--- src/rtl/core/mede_pkg.sv ---
`timescale 1ns / 1ps
`default_nettype none

package mede_pkg;

  // Field widths
  localparam int unsigned TICK_W    = 32;
  localparam int unsigned BYTE_W    = 8;
  localparam int unsigned BCNT_W    = 2;
  localparam int unsigned MAX_BYTES = 6;
  localparam int unsigned CNT_W     = 3;

  // Stream tokens and message codes
  localparam logic [BYTE_W-1:0] ACTIVE_SENSE = 8'hFE;
  localparam logic [BYTE_W-1:0] DELAY_TOKEN  = 8'hFE;
  localparam logic [BYTE_W-1:0] GAP_MARK     = 8'hFF;
  localparam logic [BYTE_W-1:0] NOTE_ON_LO   = 8'h90;
  localparam logic [BYTE_W-1:0] NOTE_ON_HI   = 8'hA0;

  // Delay limits
  localparam logic [TICK_W-1:0] LONG_GAP    = 32'd16383;
  localparam logic [TICK_W-1:0] FIRST_CLAMP = 32'd10;

  // Header lengths in front of the message bytes
  localparam logic [1:0] HDR_NONE  = 2'd0;
  localparam logic [1:0] HDR_GAP   = 2'd1;
  localparam logic [1:0] HDR_DELAY = 2'd3;

  typedef enum logic {
    OP_EVENT = 1'b0,
    OP_START = 1'b1
  } op_t;

  typedef logic [BYTE_W-1:0] byte_t;

  // One item's encoded bytes, element 0 leaves first
  typedef struct packed {
    byte_t [MAX_BYTES-1:0] bytes;
    logic [CNT_W-1:0]      cnt;
  } burst_t;

endpackage

`default_nettype wire

--- src/rtl/core/mede_in_if.sv ---
`timescale 1ns / 1ps
`default_nettype none

interface mede_in_if import mede_pkg::*; ();
  logic              valid;
  logic              ready;
  logic              operation;
  logic [TICK_W-1:0] now_tick;
  logic [BYTE_W-1:0] msg_byte0;
  logic [BYTE_W-1:0] msg_byte1;
  logic [BYTE_W-1:0] msg_byte2;
  logic [BCNT_W-1:0] byte_count;
  logic              sysex;

  modport source (
    output valid, operation, now_tick, msg_byte0, msg_byte1, msg_byte2,
           byte_count, sysex,
    input  ready
  );

  modport sink (
    input  valid, operation, now_tick, msg_byte0, msg_byte1, msg_byte2,
           byte_count, sysex,
    output ready
  );
endinterface

`default_nettype wire

--- src/rtl/core/mede_out_if.sv ---
`timescale 1ns / 1ps
`default_nettype none

interface mede_out_if import mede_pkg::*; ();
  logic              valid;
  logic              ready;
  logic [BYTE_W-1:0] out_byte;
  logic              last_of_run;

  modport source (
    output valid, out_byte, last_of_run,
    input  ready
  );

  modport sink (
    input  valid, out_byte, last_of_run,
    output ready
  );
endinterface

`default_nettype wire

--- src/rtl/core/midi_event_delay_encoder_unit.sv ---
`timescale 1ns / 1ps
`default_nettype none

// An accepted item's bytes load the active run register, or the waiting burst
// buffer while a run drains; each byte leaves from the active run. An item has
// 0 to 6 bytes; the waiting buffer lets the next item be taken while the run
// drains, so items with no bytes go at one per cycle while it stays empty.
// Reset (rst, synchronous): clears both buffers, last tick, first flag and the
// recording enable.
module midi_event_delay_encoder_unit import mede_pkg::*; (
  input  wire logic   clk,
  input  wire logic   rst,
  mede_in_if.sink     msg,
  mede_out_if.source  rec,
  input  wire logic   cfg_wr_en,
  input  wire logic   cfg_wr_data
);

  logic              recording_enabled;
  logic [TICK_W-1:0] last_tick;
  logic              first_pending;
  burst_t            act;
  burst_t            pend;
  burst_t            act_next;
  burst_t            pend_next;

  logic              msg_fire;
  logic              rec_fire;
  logic              act_free;
  logic [TICK_W-1:0] diff;
  logic [TICK_W-1:0] dly;
  logic              gap;
  logic              long_gap;
  logic              drop;
  logic              note_on;
  logic [1:0]        hdr_len;
  burst_t            fresh;

  assign msg_fire = msg.valid && msg.ready;
  assign rec_fire = rec.valid && rec.ready;

  // Active run is free next cycle if empty or its last byte leaves now
  assign act_free = (act.cnt == '0) || (rec_fire && (act.cnt == CNT_W'(1)));

  // Handshake outputs
  assign msg.ready       = (pend.cnt == '0);
  assign rec.valid       = (act.cnt != '0);
  assign rec.out_byte    = act.bytes[0];
  assign rec.last_of_run = (act.cnt == CNT_W'(1));

  // Encode one item
  always_comb begin
    diff     = msg.now_tick - last_tick;
    gap      = (diff != '0) && !diff[TICK_W-1];
    long_gap = (diff > LONG_GAP) && !first_pending;
    dly      = (first_pending && (diff > FIRST_CLAMP)) ? FIRST_CLAMP : diff;
    drop     = !recording_enabled || (msg.msg_byte0 == ACTIVE_SENSE) || msg.sysex;
    note_on  = (msg.msg_byte0 >= NOTE_ON_LO) && (msg.msg_byte0 < NOTE_ON_HI);

    if (!gap) begin
      hdr_len = HDR_NONE;
    end else if (long_gap) begin
      hdr_len = HDR_GAP;
    end else begin
      hdr_len = HDR_DELAY;
    end

    fresh.bytes = '0;
    case (hdr_len)
      HDR_NONE: begin
        fresh.bytes[0] = msg.msg_byte0;
        fresh.bytes[1] = msg.msg_byte1;
        fresh.bytes[2] = msg.msg_byte2;
      end
      HDR_GAP: begin
        fresh.bytes[0] = GAP_MARK;
        fresh.bytes[1] = msg.msg_byte0;
        fresh.bytes[2] = msg.msg_byte1;
        fresh.bytes[3] = msg.msg_byte2;
      end
      default: begin
        fresh.bytes[0] = DELAY_TOKEN;
        fresh.bytes[1] = {1'b0, dly[6:0]};
        fresh.bytes[2] = {1'b0, dly[13:7]};
        fresh.bytes[3] = msg.msg_byte0;
        fresh.bytes[4] = msg.msg_byte1;
        fresh.bytes[5] = msg.msg_byte2;
      end
    endcase

    // Start items and dropped events give no bytes
    if ((msg.operation == OP_START) || drop) begin
      fresh.cnt = '0;
    end else begin
      fresh.cnt = CNT_W'(hdr_len) + CNT_W'(msg.byte_count);
    end
  end

  // Recording enable register
  always_ff @(posedge clk) begin
    if (rst) begin
      recording_enabled <= 1'b0;
    end else if (cfg_wr_en) begin
      recording_enabled <= cfg_wr_data;
    end
  end

  // Tick latch and first-event flag
  always_ff @(posedge clk) begin
    if (rst) begin
      last_tick     <= '0;
      first_pending <= 1'b0;
    end else if (msg_fire) begin
      if (msg.operation == OP_START) begin
        first_pending <= 1'b1;
        last_tick     <= msg.now_tick;
      end else if (!drop) begin
        if (gap) begin
          last_tick <= msg.now_tick;
        end
        if (note_on) begin
          first_pending <= 1'b0;
        end
      end
    end
  end

  // Next active run and waiting burst; later arms take priority
  always_comb begin
    act_next  = act;
    pend_next = pend;
    if (rec_fire) begin
      act_next.bytes = {BYTE_W'(0), act.bytes[MAX_BYTES-1:1]};
      act_next.cnt   = act.cnt - CNT_W'(1);
    end
    if ((pend.cnt != '0) && act_free) begin
      act_next      = pend;
      pend_next.cnt = '0;
    end
    if (msg_fire && (fresh.cnt != '0)) begin
      if (act_free) begin
        act_next = fresh;
      end else begin
        pend_next = fresh;
      end
    end
  end

  // Active run shifter and waiting burst
  always_ff @(posedge clk) begin
    if (rst) begin
      act  <= '0;
      pend <= '0;
    end else begin
      act  <= act_next;
      pend <= pend_next;
    end
  end

endmodule

`default_nettype wire

--- src/flat_wrapper.sv ---
// flat-port wrapper written by rule: the top's interface ports become plain ports
module midi_event_delay_encoder_unit_flat import mede_pkg::*;
  (clk, rst, cfg_wr_en, cfg_wr_data, msg_valid, msg_operation, msg_now_tick, msg_msg_byte0, msg_msg_byte1, msg_msg_byte2, msg_byte_count, msg_sysex, msg_ready, rec_valid, rec_out_byte, rec_last_of_run, rec_ready);
  mede_in_if msg_i ();
  mede_out_if rec_i ();
  input  wire logic clk;
  input  wire logic rst;
  input  wire logic cfg_wr_en;
  input  wire logic cfg_wr_data;
  input wire logic [$bits(msg_i.valid)-1:0] msg_valid;
  input wire logic [$bits(msg_i.operation)-1:0] msg_operation;
  input wire logic [$bits(msg_i.now_tick)-1:0] msg_now_tick;
  input wire logic [$bits(msg_i.msg_byte0)-1:0] msg_msg_byte0;
  input wire logic [$bits(msg_i.msg_byte1)-1:0] msg_msg_byte1;
  input wire logic [$bits(msg_i.msg_byte2)-1:0] msg_msg_byte2;
  input wire logic [$bits(msg_i.byte_count)-1:0] msg_byte_count;
  input wire logic [$bits(msg_i.sysex)-1:0] msg_sysex;
  output wire logic [$bits(msg_i.ready)-1:0] msg_ready;
  output wire logic [$bits(rec_i.valid)-1:0] rec_valid;
  output wire logic [$bits(rec_i.out_byte)-1:0] rec_out_byte;
  output wire logic [$bits(rec_i.last_of_run)-1:0] rec_last_of_run;
  input wire logic [$bits(rec_i.ready)-1:0] rec_ready;
  assign msg_i.valid = msg_valid;
  assign msg_i.operation = msg_operation;
  assign msg_i.now_tick = msg_now_tick;
  assign msg_i.msg_byte0 = msg_msg_byte0;
  assign msg_i.msg_byte1 = msg_msg_byte1;
  assign msg_i.msg_byte2 = msg_msg_byte2;
  assign msg_i.byte_count = msg_byte_count;
  assign msg_i.sysex = msg_sysex;
  assign msg_ready = msg_i.ready;
  assign rec_valid = rec_i.valid;
  assign rec_out_byte = rec_i.out_byte;
  assign rec_last_of_run = rec_i.last_of_run;
  assign rec_i.ready = rec_ready;
  midi_event_delay_encoder_unit u_core (.clk(clk), .rst(rst), .msg(msg_i), .rec(rec_i), .cfg_wr_en(cfg_wr_en), .cfg_wr_data(cfg_wr_data));
endmodule
--- config.mk ---
export PLATFORM = sky130hd
export DESIGN_NAME = midi_event_delay_encoder_unit_flat
export DESIGN_NICKNAME = d
export VERILOG_FILES = /design/src/rtl/core/mede_pkg.sv /design/src/rtl/core/mede_in_if.sv /design/src/rtl/core/mede_out_if.sv /design/src/rtl/core/midi_event_delay_encoder_unit.sv /design/src/flat_wrapper.sv
export SDC_FILE = /design/constraint.sdc
export NUM_CORES = 1
export LEC_CHECK = 0
export ABC_AREA = 1
export BUFFER_PORTS_ARGS = -buffer_cell sky130_fd_sc_hd__buf_4
export CORE_MARGIN = 3
export CORE_UTILIZATION = 35
export CTS_CLUSTER_DIAMETER = 80
export DETAILED_ROUTE_END_ITERATION = 8
export GPL_TIMING_DRIVEN = 0
export HOLD_SLACK_MARGIN = 0.12
export RECOVER_POWER = 50
export SYNTH_ARGS = -nofsm -noshare
export SYNTH_HDL_FRONTEND = slang
export SYNTH_SLANG_ARGS = --single-unit
--- constraint.sdc ---
create_clock -name clk -period 10 [get_ports clk]
set_input_delay 0.5 -clock clk [delete_from_list [all_inputs] [get_ports clk]]
set_output_delay 0.5 -clock clk [all_outputs]
set_load 0.05 [all_outputs]
Yosys cells after proc, flatten, opt, wreduce, memory -nomap -nowiden. Cells that the tools add are included.

Register bits after elaboration: 136. Input port bits: 66. Output and inout port bits: 11. Logic and storage cells: 78.

Add/subtract/negate cells: 3. Order comparisons: 4. Eq/ne operators: 4. Muxes and demuxes: 20. Bitwise operators: 1. Reductions and logical operators: 29.

Operator list (count): two-way mux 51 bit (4); two-way mux 32 bit (3); one-hot mux 24 bit (2 select lines) (1); > comparator 32 x 14 -> 1 bit, second input constant (1); > comparator 32 x 4 -> 1 bit, second input constant (1); nonzero test 32 bit (1); subtractor 32 bit (1); two-way mux 16 bit (1); one-hot mux 8 bit (2 select lines) (1); two-way mux 14 bit (1); two-way mux 3 bit (4); logical AND 1 bit (9); nonzero test 3 bit (3); equality test 8 bit, second input constant (1); >= comparator 8 bit, second input constant (1); < comparator 8 bit, second input constant (1); zero test 3 bit (2); AND reduction 3 bit (2); logical OR 1 bit (4); two-way mux 2 bit (2); nonzero test 2 bit (2); adder 2 x 2 -> 3 bit (1); equality test 3 x 1 -> 1 bit, second input constant (1); zero test 1 bit (3); 8 further kinds (10).

Depth between registers and ports, before layout.
Depth in word-level cells: 10. Gate-level depth with buffers: 35. Depth with buffers taken out: 31.

Worst setup path before layout. Ideal clock, no wire load.

Path kind: input -> register. From: input msg_now_tick[0]. To: register u_core.pend[39] (netlist name). Library setup time: 0.141 ns. Data arrival time: 4.499 ns. Required time: 9.859 ns. Setup slack: 5.360 ns. Stages: 30. Buffers on the path: 3. Path through: inv_1 ha_1 inv_1 fa_1 nand3_1 nand3_1 nand2_1 nand3_1 nand2_1 nand2_1 nand2_1 nand2_1 nor2_1 nand2_1 nor2_2 nand3_2 nand2_4 inv_2 buf_6 ha_1 fa_1 nand2_1 inv_1 o31ai_1 inv_1 nand2_1 inv_1 clkbuf_1 buf_1 a21oi_1.

Longest elaborated chain between the ends: 10. Elaborated cells on any way between the ends: 17. Those cells by class: add/sub: 2; order compare: 1; eq/ne: 1; mux: 4; reduce/logical: 9.

Ends and longest elaborated chain: start: declaration (RTL line flat_wrapper.sv:12) `input wire logic [$bits(msg_i.now_tick)-1:0] msg_now_tick;`; subtractor 32 bit (*) (RTL line midi_event_delay_encoder_unit.sv:53) `diff = msg.now_tick - last_tick;`; > comparator 32 x 14 -> 1 bit (RTL line midi_event_delay_encoder_unit.sv:55) `long_gap = (diff > LONG_GAP) && !first_pending;`; logical AND 1 bit (RTL line midi_event_delay_encoder_unit.sv:55); two-way mux 2 bit (RTL line midi_event_delay_encoder_unit.sv:62) `end else if (long_gap) begin`; two-way mux 2 bit (*) (RTL line midi_event_delay_encoder_unit.sv:60) `if (!gap) begin`; adder 2 x 2 -> 3 bit (RTL line midi_event_delay_encoder_unit.sv:95) `fresh.cnt = CNT_W'(hdr_len) + CNT_W'(msg.byte_count);`; two-way mux 3 bit (RTL line midi_event_delay_encoder_unit.sv:92) `if ((msg.operation == OP_START) || drop) begin`; nonzero test 3 bit (RTL line midi_event_delay_encoder_unit.sv:140) `if (msg_fire && (fresh.cnt != '0)) begin`; logical AND 1 bit (RTL line midi_event_delay_encoder_unit.sv:140); AND reduction 2 bit (no line); end signal: assignment (RTL line midi_event_delay_encoder_unit.sv:156) `pend <= pend_next;`; end: declaration (RTL line midi_event_delay_encoder_unit.sv:23) `burst_t pend;`.

Mark *: on every way between the ends. The rest lies on a longest branch, timed or not. A chain may end at the register's enable or synchronous reset.

Worst setup path in the final report.
From: register u_core.last_tick[0]. To: register u_core.pend[7] (netlist name).

Longest elaborated chain between the ends: 10. Elaborated cells on any way between the ends: 16. Those cells by class: add/sub: 2; order compare: 1; eq/ne: 1; mux: 4; reduce/logical: 8.

Ends and longest elaborated chain: start: declaration (RTL line midi_event_delay_encoder_unit.sv:20) `logic [TICK_W-1:0] last_tick;`; start signal: assignment (RTL line midi_event_delay_encoder_unit.sv:116) `last_tick <= msg.now_tick;`; start signal: assignment (RTL line midi_event_delay_encoder_unit.sv:119) `last_tick <= msg.now_tick;`; subtractor 32 bit (*) (RTL line midi_event_delay_encoder_unit.sv:53); > comparator 32 x 14 -> 1 bit (RTL line midi_event_delay_encoder_unit.sv:55); logical AND 1 bit (RTL line midi_event_delay_encoder_unit.sv:55); two-way mux 2 bit (RTL line midi_event_delay_encoder_unit.sv:62); two-way mux 2 bit (*) (RTL line midi_event_delay_encoder_unit.sv:60); adder 2 x 2 -> 3 bit (RTL line midi_event_delay_encoder_unit.sv:95); two-way mux 3 bit (RTL line midi_event_delay_encoder_unit.sv:92); nonzero test 3 bit (RTL line midi_event_delay_encoder_unit.sv:140); logical AND 1 bit (RTL line midi_event_delay_encoder_unit.sv:140); AND reduction 2 bit (no line).

Marks and branches as above.

==> summary by stage <==
Outcome
The flow ran to the end, and the final reports show no timing, DRC or antenna violations.

Critical path
Data on the critical path is required at its endpoint by approximately 10 ns. The type of origin of the critical path is a register. The most critical setup path has its endpoint at u_core.pend[7]$_SDFFE_PP0P_.

The worst-case register-to-register setup slack is around 3.6 ns. STA puts the critical path data arrival time at 6.74 ns. The worst setup path is captured at a register. The slowest stage of the critical path is the sky130_fd_sc_hd__clkbuf_1 cell. The highest fanout seen on the critical path is 10.

The reg-to-reg startpoint is u_core.last_tick[0]$_SDFFE_PP0P_. The length in cells of the worst reg-to-reg path is 31. The critical path start-end classification is register to register. The launching element of the worst setup path is u_core.last_tick[0]$_SDFFE_PP0P_. The destination of the worst register-to-register timing path is u_core.pend[7]$_SDFFE_PP0P_.

In this design, the stage delay of the slowest critical-path cell is around 0.63 ns.

Routing
The first detailed-routing pass ran for 6 iterations. Once detail routing completed, the nets flagged for antenna violations numbered 0. For this run, design rule violations remaining after detail routing come to 0. The final routed wirelength across all metal layers is about 35000 um. The average wire length per cell after detail routing is around 17 um. In the routed layout, each cell is associated on average with a via count of ~5.1. The total via count after detailed routing is between 10000 and 15000.

The first routing iteration left between 800 and 900 violations.

Logic synthesis
Ranked by total cell area, the synthesized netlist is headed by sky130_fd_sc_hd__dfxtp_1, sky130_fd_sc_hd__nand2_1, sky130_fd_sc_hd__inv_1. The cell taking the most area after synthesis is sky130_fd_sc_hd__dfxtp_1. Counting flops with an async set or reset pin after synthesis yields a share of 0%. Synthesis inferred roughly 140 register bits. Of the post-synthesis cell area, the dominant cell type holds between 20 and 30%.

The share of the Yosys chip area taken by registers is 27.9%. During synthesis, Yosys emitted a total of 0 warnings. The number of library cell types mapped by synthesis is a little under 50. The number of nets handed over by synthesis was between 1500 and 2000. Each instance of the synthesized netlist takes up on average around 6.1 um2. In the synthesized netlist, the number of instances is about 1600. The number of synthesized flops with an enable pin is 0. In the synthesized netlist the dominant register cell turns out to be sky130_fd_sc_hd__dfxtp_1. The post-synthesis instance area is slightly below 0.01 mm2.

Clock tree
The number of levels in the clock H-tree is 4. In this run the post-CTS setup repair buffer count came out at 0. TritonCTS built the clock tree.

The sink count of the clock tree is 136. The number of buffers created by CTS is 17. The number of buffers on the longest clock path is 2. The number of hold buffers added after CTS was 0. The post-cts sizing count is 0. The clock-pin slew reported for the worst setup and hold paths after clock tree synthesis is ~0.070 ns. The later pin in the worst-skew pair is clocked with a latency of around 0.44 ns. The buffer type at the clock tree root is sky130_fd_sc_hd__clkbuf_16.

Floorplanning
In this run the horizontal extent of the chip is around 170 um. a little under 80 I/O pins were placed. The standard-cell row count is 60.

The floorplan step defined a die boundary enclosing roughly 0.030 mm2. The y dimension of the die is ~170 um. The placeable core region is between 0.02 and 0.03 mm2. The initial utilization of the core area, before any placement, comes to between 30% and 40%.

Pwr
The analysis attributes to cell leakage a power of ~5.7 nW. IR analysis of the VDD net gives a maximum drop of between 0.00007 and 0.00008 V. After layout, the design draws a total of 2.25 mW. For this design the ratio of total power to cell area is about 200 mW/mm2.

Layout
The area growth from synthesis to layout is 16.0%. The most common cell after layout, fill and taps aside is sky130_fd_sc_hd__nand2_1. The filler cell count in the final layout is ~3000. The final net count is roughly 1800. The antenna diode count is 0.

The area of all placed cells without fillers is ~0.011 mm2. Excluding fillers, the count of instances in the completed layout stands at between 2000 and 2500. Of the cells placed in the final design, the portion with a size suffix greater than 1 is approximately a tenth. Once layout is complete, the utilization of the core stands at about two fifths. In the layout the commonest cells are sky130_fd_sc_hd__nand2_1, sky130_fd_sc_hd__inv_1, sky130_fd_sc_hd__dfxtp_1.

Placement
The cell area reported after detailed placement is around 0.011 mm2. The number of buffers inserted by port buffering is between 70 and 80. Once placement completed, the tool counted placed cells totaling 2044. Detailed placement finished with a half-perimeter wire length of around 27000 um. The congestion estimate from routability-driven global placement came to 0.940. Before CTS, the worst setup slack after placement is approximately 3.9 ns.

STA
The final period demand of the worst path is around 6.4 ns. The final hold slack is roughly 0.26 ns. The number of endpoints with negative hold slack in the final report came to 0. Across all setup checks in the final design, the least slack found is ~3.6 ns.

The final-layout setup total negative slack is 0 ns. The worst pin sits at a relative slew slack of 37.6%. Timing would allow up to between 150 and 200 MHz. Setup repair after global routing left no endpoint under its margin. The final setup violation count is 0. The worst-margin pin slew is 0.927 ns.

The final setup skew is around 0.012 ns. After layout, the worst path uses between 60 and 70% of the clock period. The number of pins with negative max-slew slack in the final report came to 0.

Worst hold path
The startpoint of the worst hold path is cfg_wr_en. The type of the worst min-delay path is primary input to register.

GRT
The initial antenna violation count is 0. The global-route wire length before repair is 53800 um. The total overflow left after global routing is 0. In the global route stage, overall resource usage came out at between 20 and 25%. Entering global routing, the biggest net connects 17 pins.

The via count of the first global-routing pass is between 9000 and 10000.

Job
Max-cap violations in this run came to 0.
## state kept, by name, indices dropped and copies added, names as in the netlist
| signal | cells |
|---|---|
| u_core.pend | 51 |
| u_core.act | 43 |
| u_core.last_tick | 32 |
| u_core.rec.out_byte | 8 |
| u_core.first_pending | 1 |
| u_core.recording_enabled | 1 |
## cell usage after synthesis, types with 7 or more instances
cell type                  instances
sky130_fd_sc_hd__dfxtp_1         136
sky130_fd_sc_hd__o21ai_1          36
sky130_fd_sc_hd__ha_1             35
sky130_fd_sc_hd__xor2_1            8
sky130_fd_sc_hd__o21bai_1         10
sky130_fd_sc_hd__nand2_4          11
sky130_fd_sc_hd__clkbuf_1         46
sky130_fd_sc_hd__nor3_1            7
sky130_fd_sc_hd__nor2_2           11
sky130_fd_sc_hd__buf_4            13
sky130_fd_sc_hd__nand3_1          71
sky130_fd_sc_hd__a21oi_1         109
sky130_fd_sc_hd__nand2_1         469
sky130_fd_sc_hd__inv_1           265
sky130_fd_sc_hd__o211ai_1         19
sky130_fd_sc_hd__nand2_2           8
sky130_fd_sc_hd__nand4_1          13
sky130_fd_sc_hd__nor2_1          112
sky130_fd_sc_hd__buf_2             7
sky130_fd_sc_hd__a31oi_1          11
sky130_fd_sc_hd__o21ai_0         112
sky130_fd_sc_hd__a21oi_2          18
## report_power, final
| group | internal [mW] | switching, mW | total, mW |
|---|---|---|---|
| sequential | 0.624 | 0.0368 | 0.661 |
| clock | 0.358 | 0.306 | 0.664 |
| combinational | 0.296 | 0.630 | 0.926 |
| total | 1.28 | 0.973 | 2.25 |
## worst min path at each step
stage | endpoint | slack [ns] | cells after the start
after global routing | u_core.recording_enabled$_SDFFE_PP0P_ | 0.26 | 2
after global placement | u_core.last_tick[21]$_SDFFE_PP0P_ | 0.44 | 2
final | u_core.recording_enabled$_SDFFE_PP0P_ | 0.26 | 2
after CTS | u_core.recording_enabled$_SDFFE_PP0P_ | 0.25 | 2
after detailed placement | u_core.last_tick[25]$_SDFFE_PP0P_ | 0.45 | 2
after floorplan | u_core.last_tick[3]$_SDFFE_PP0P_ | 0.43 | 2
## logic make-up (layout without fill, tap and decap cells)
family / Yosys count / after routing / share of synthesized area [%]
DFF: 136 / 136 / 27.9
adders and majority gates: 37 / 37 / 4.91
AOI/OAI and AO/OA: 345 / 345 / 20.5
and+or+nand+nor: 719 / 719 / 31.1
xor gates and xnor gates: 12 / 12 / 1.08
buffers and inverters: 348 / 455 / 14.5
## worst max-delay path: cells and delay by family, from the launching register on
| family | cells | cell delay, ns |
|---|---|---|
| AO/OA/AOI/OAI | 2 | 0.23 |
| adder cells (fa/ha/maj) | 4 | 1.48 |
| buffers and inverters | 10 | 2.20 |
| flip-flops | 1 | 0.33 |
| AND/OR/NAND/NOR | 15 | 2.05 |
## layer usage
| metal | track usage [%] | wire length, um | share of wire (%) |
|---|---|---|---|
| met4 | 8.14 | 1300 | 3.8 |
| met2 | 37.3 | 15500 | 45 |
| met3 | 3.95 | 2590 | 7.5 |
| met5 | 0 | 0 | 0 |
| met1 | 29.7 | 15200 | 44 |
## layout make-up
| type | count | area (um2) | share of cell area [%] |
|---|---|---|---|
| tap | 372 | 465 | 4.12 |
| sequential | 136 | 2720 | 24.1 |
| multi-input combinational | 1113 | 5590 | 49.5 |
| timing repair buffer | 75 | 522 | 4.62 |
| inverter | 275 | 1030 | 9.13 |
| clock inverter | 15 | 185 | 1.64 |
| buffer | 73 | 355 | 3.14 |
| clock buffer | 17 | 425 | 3.76 |
(Power assumes the default switching activity.)
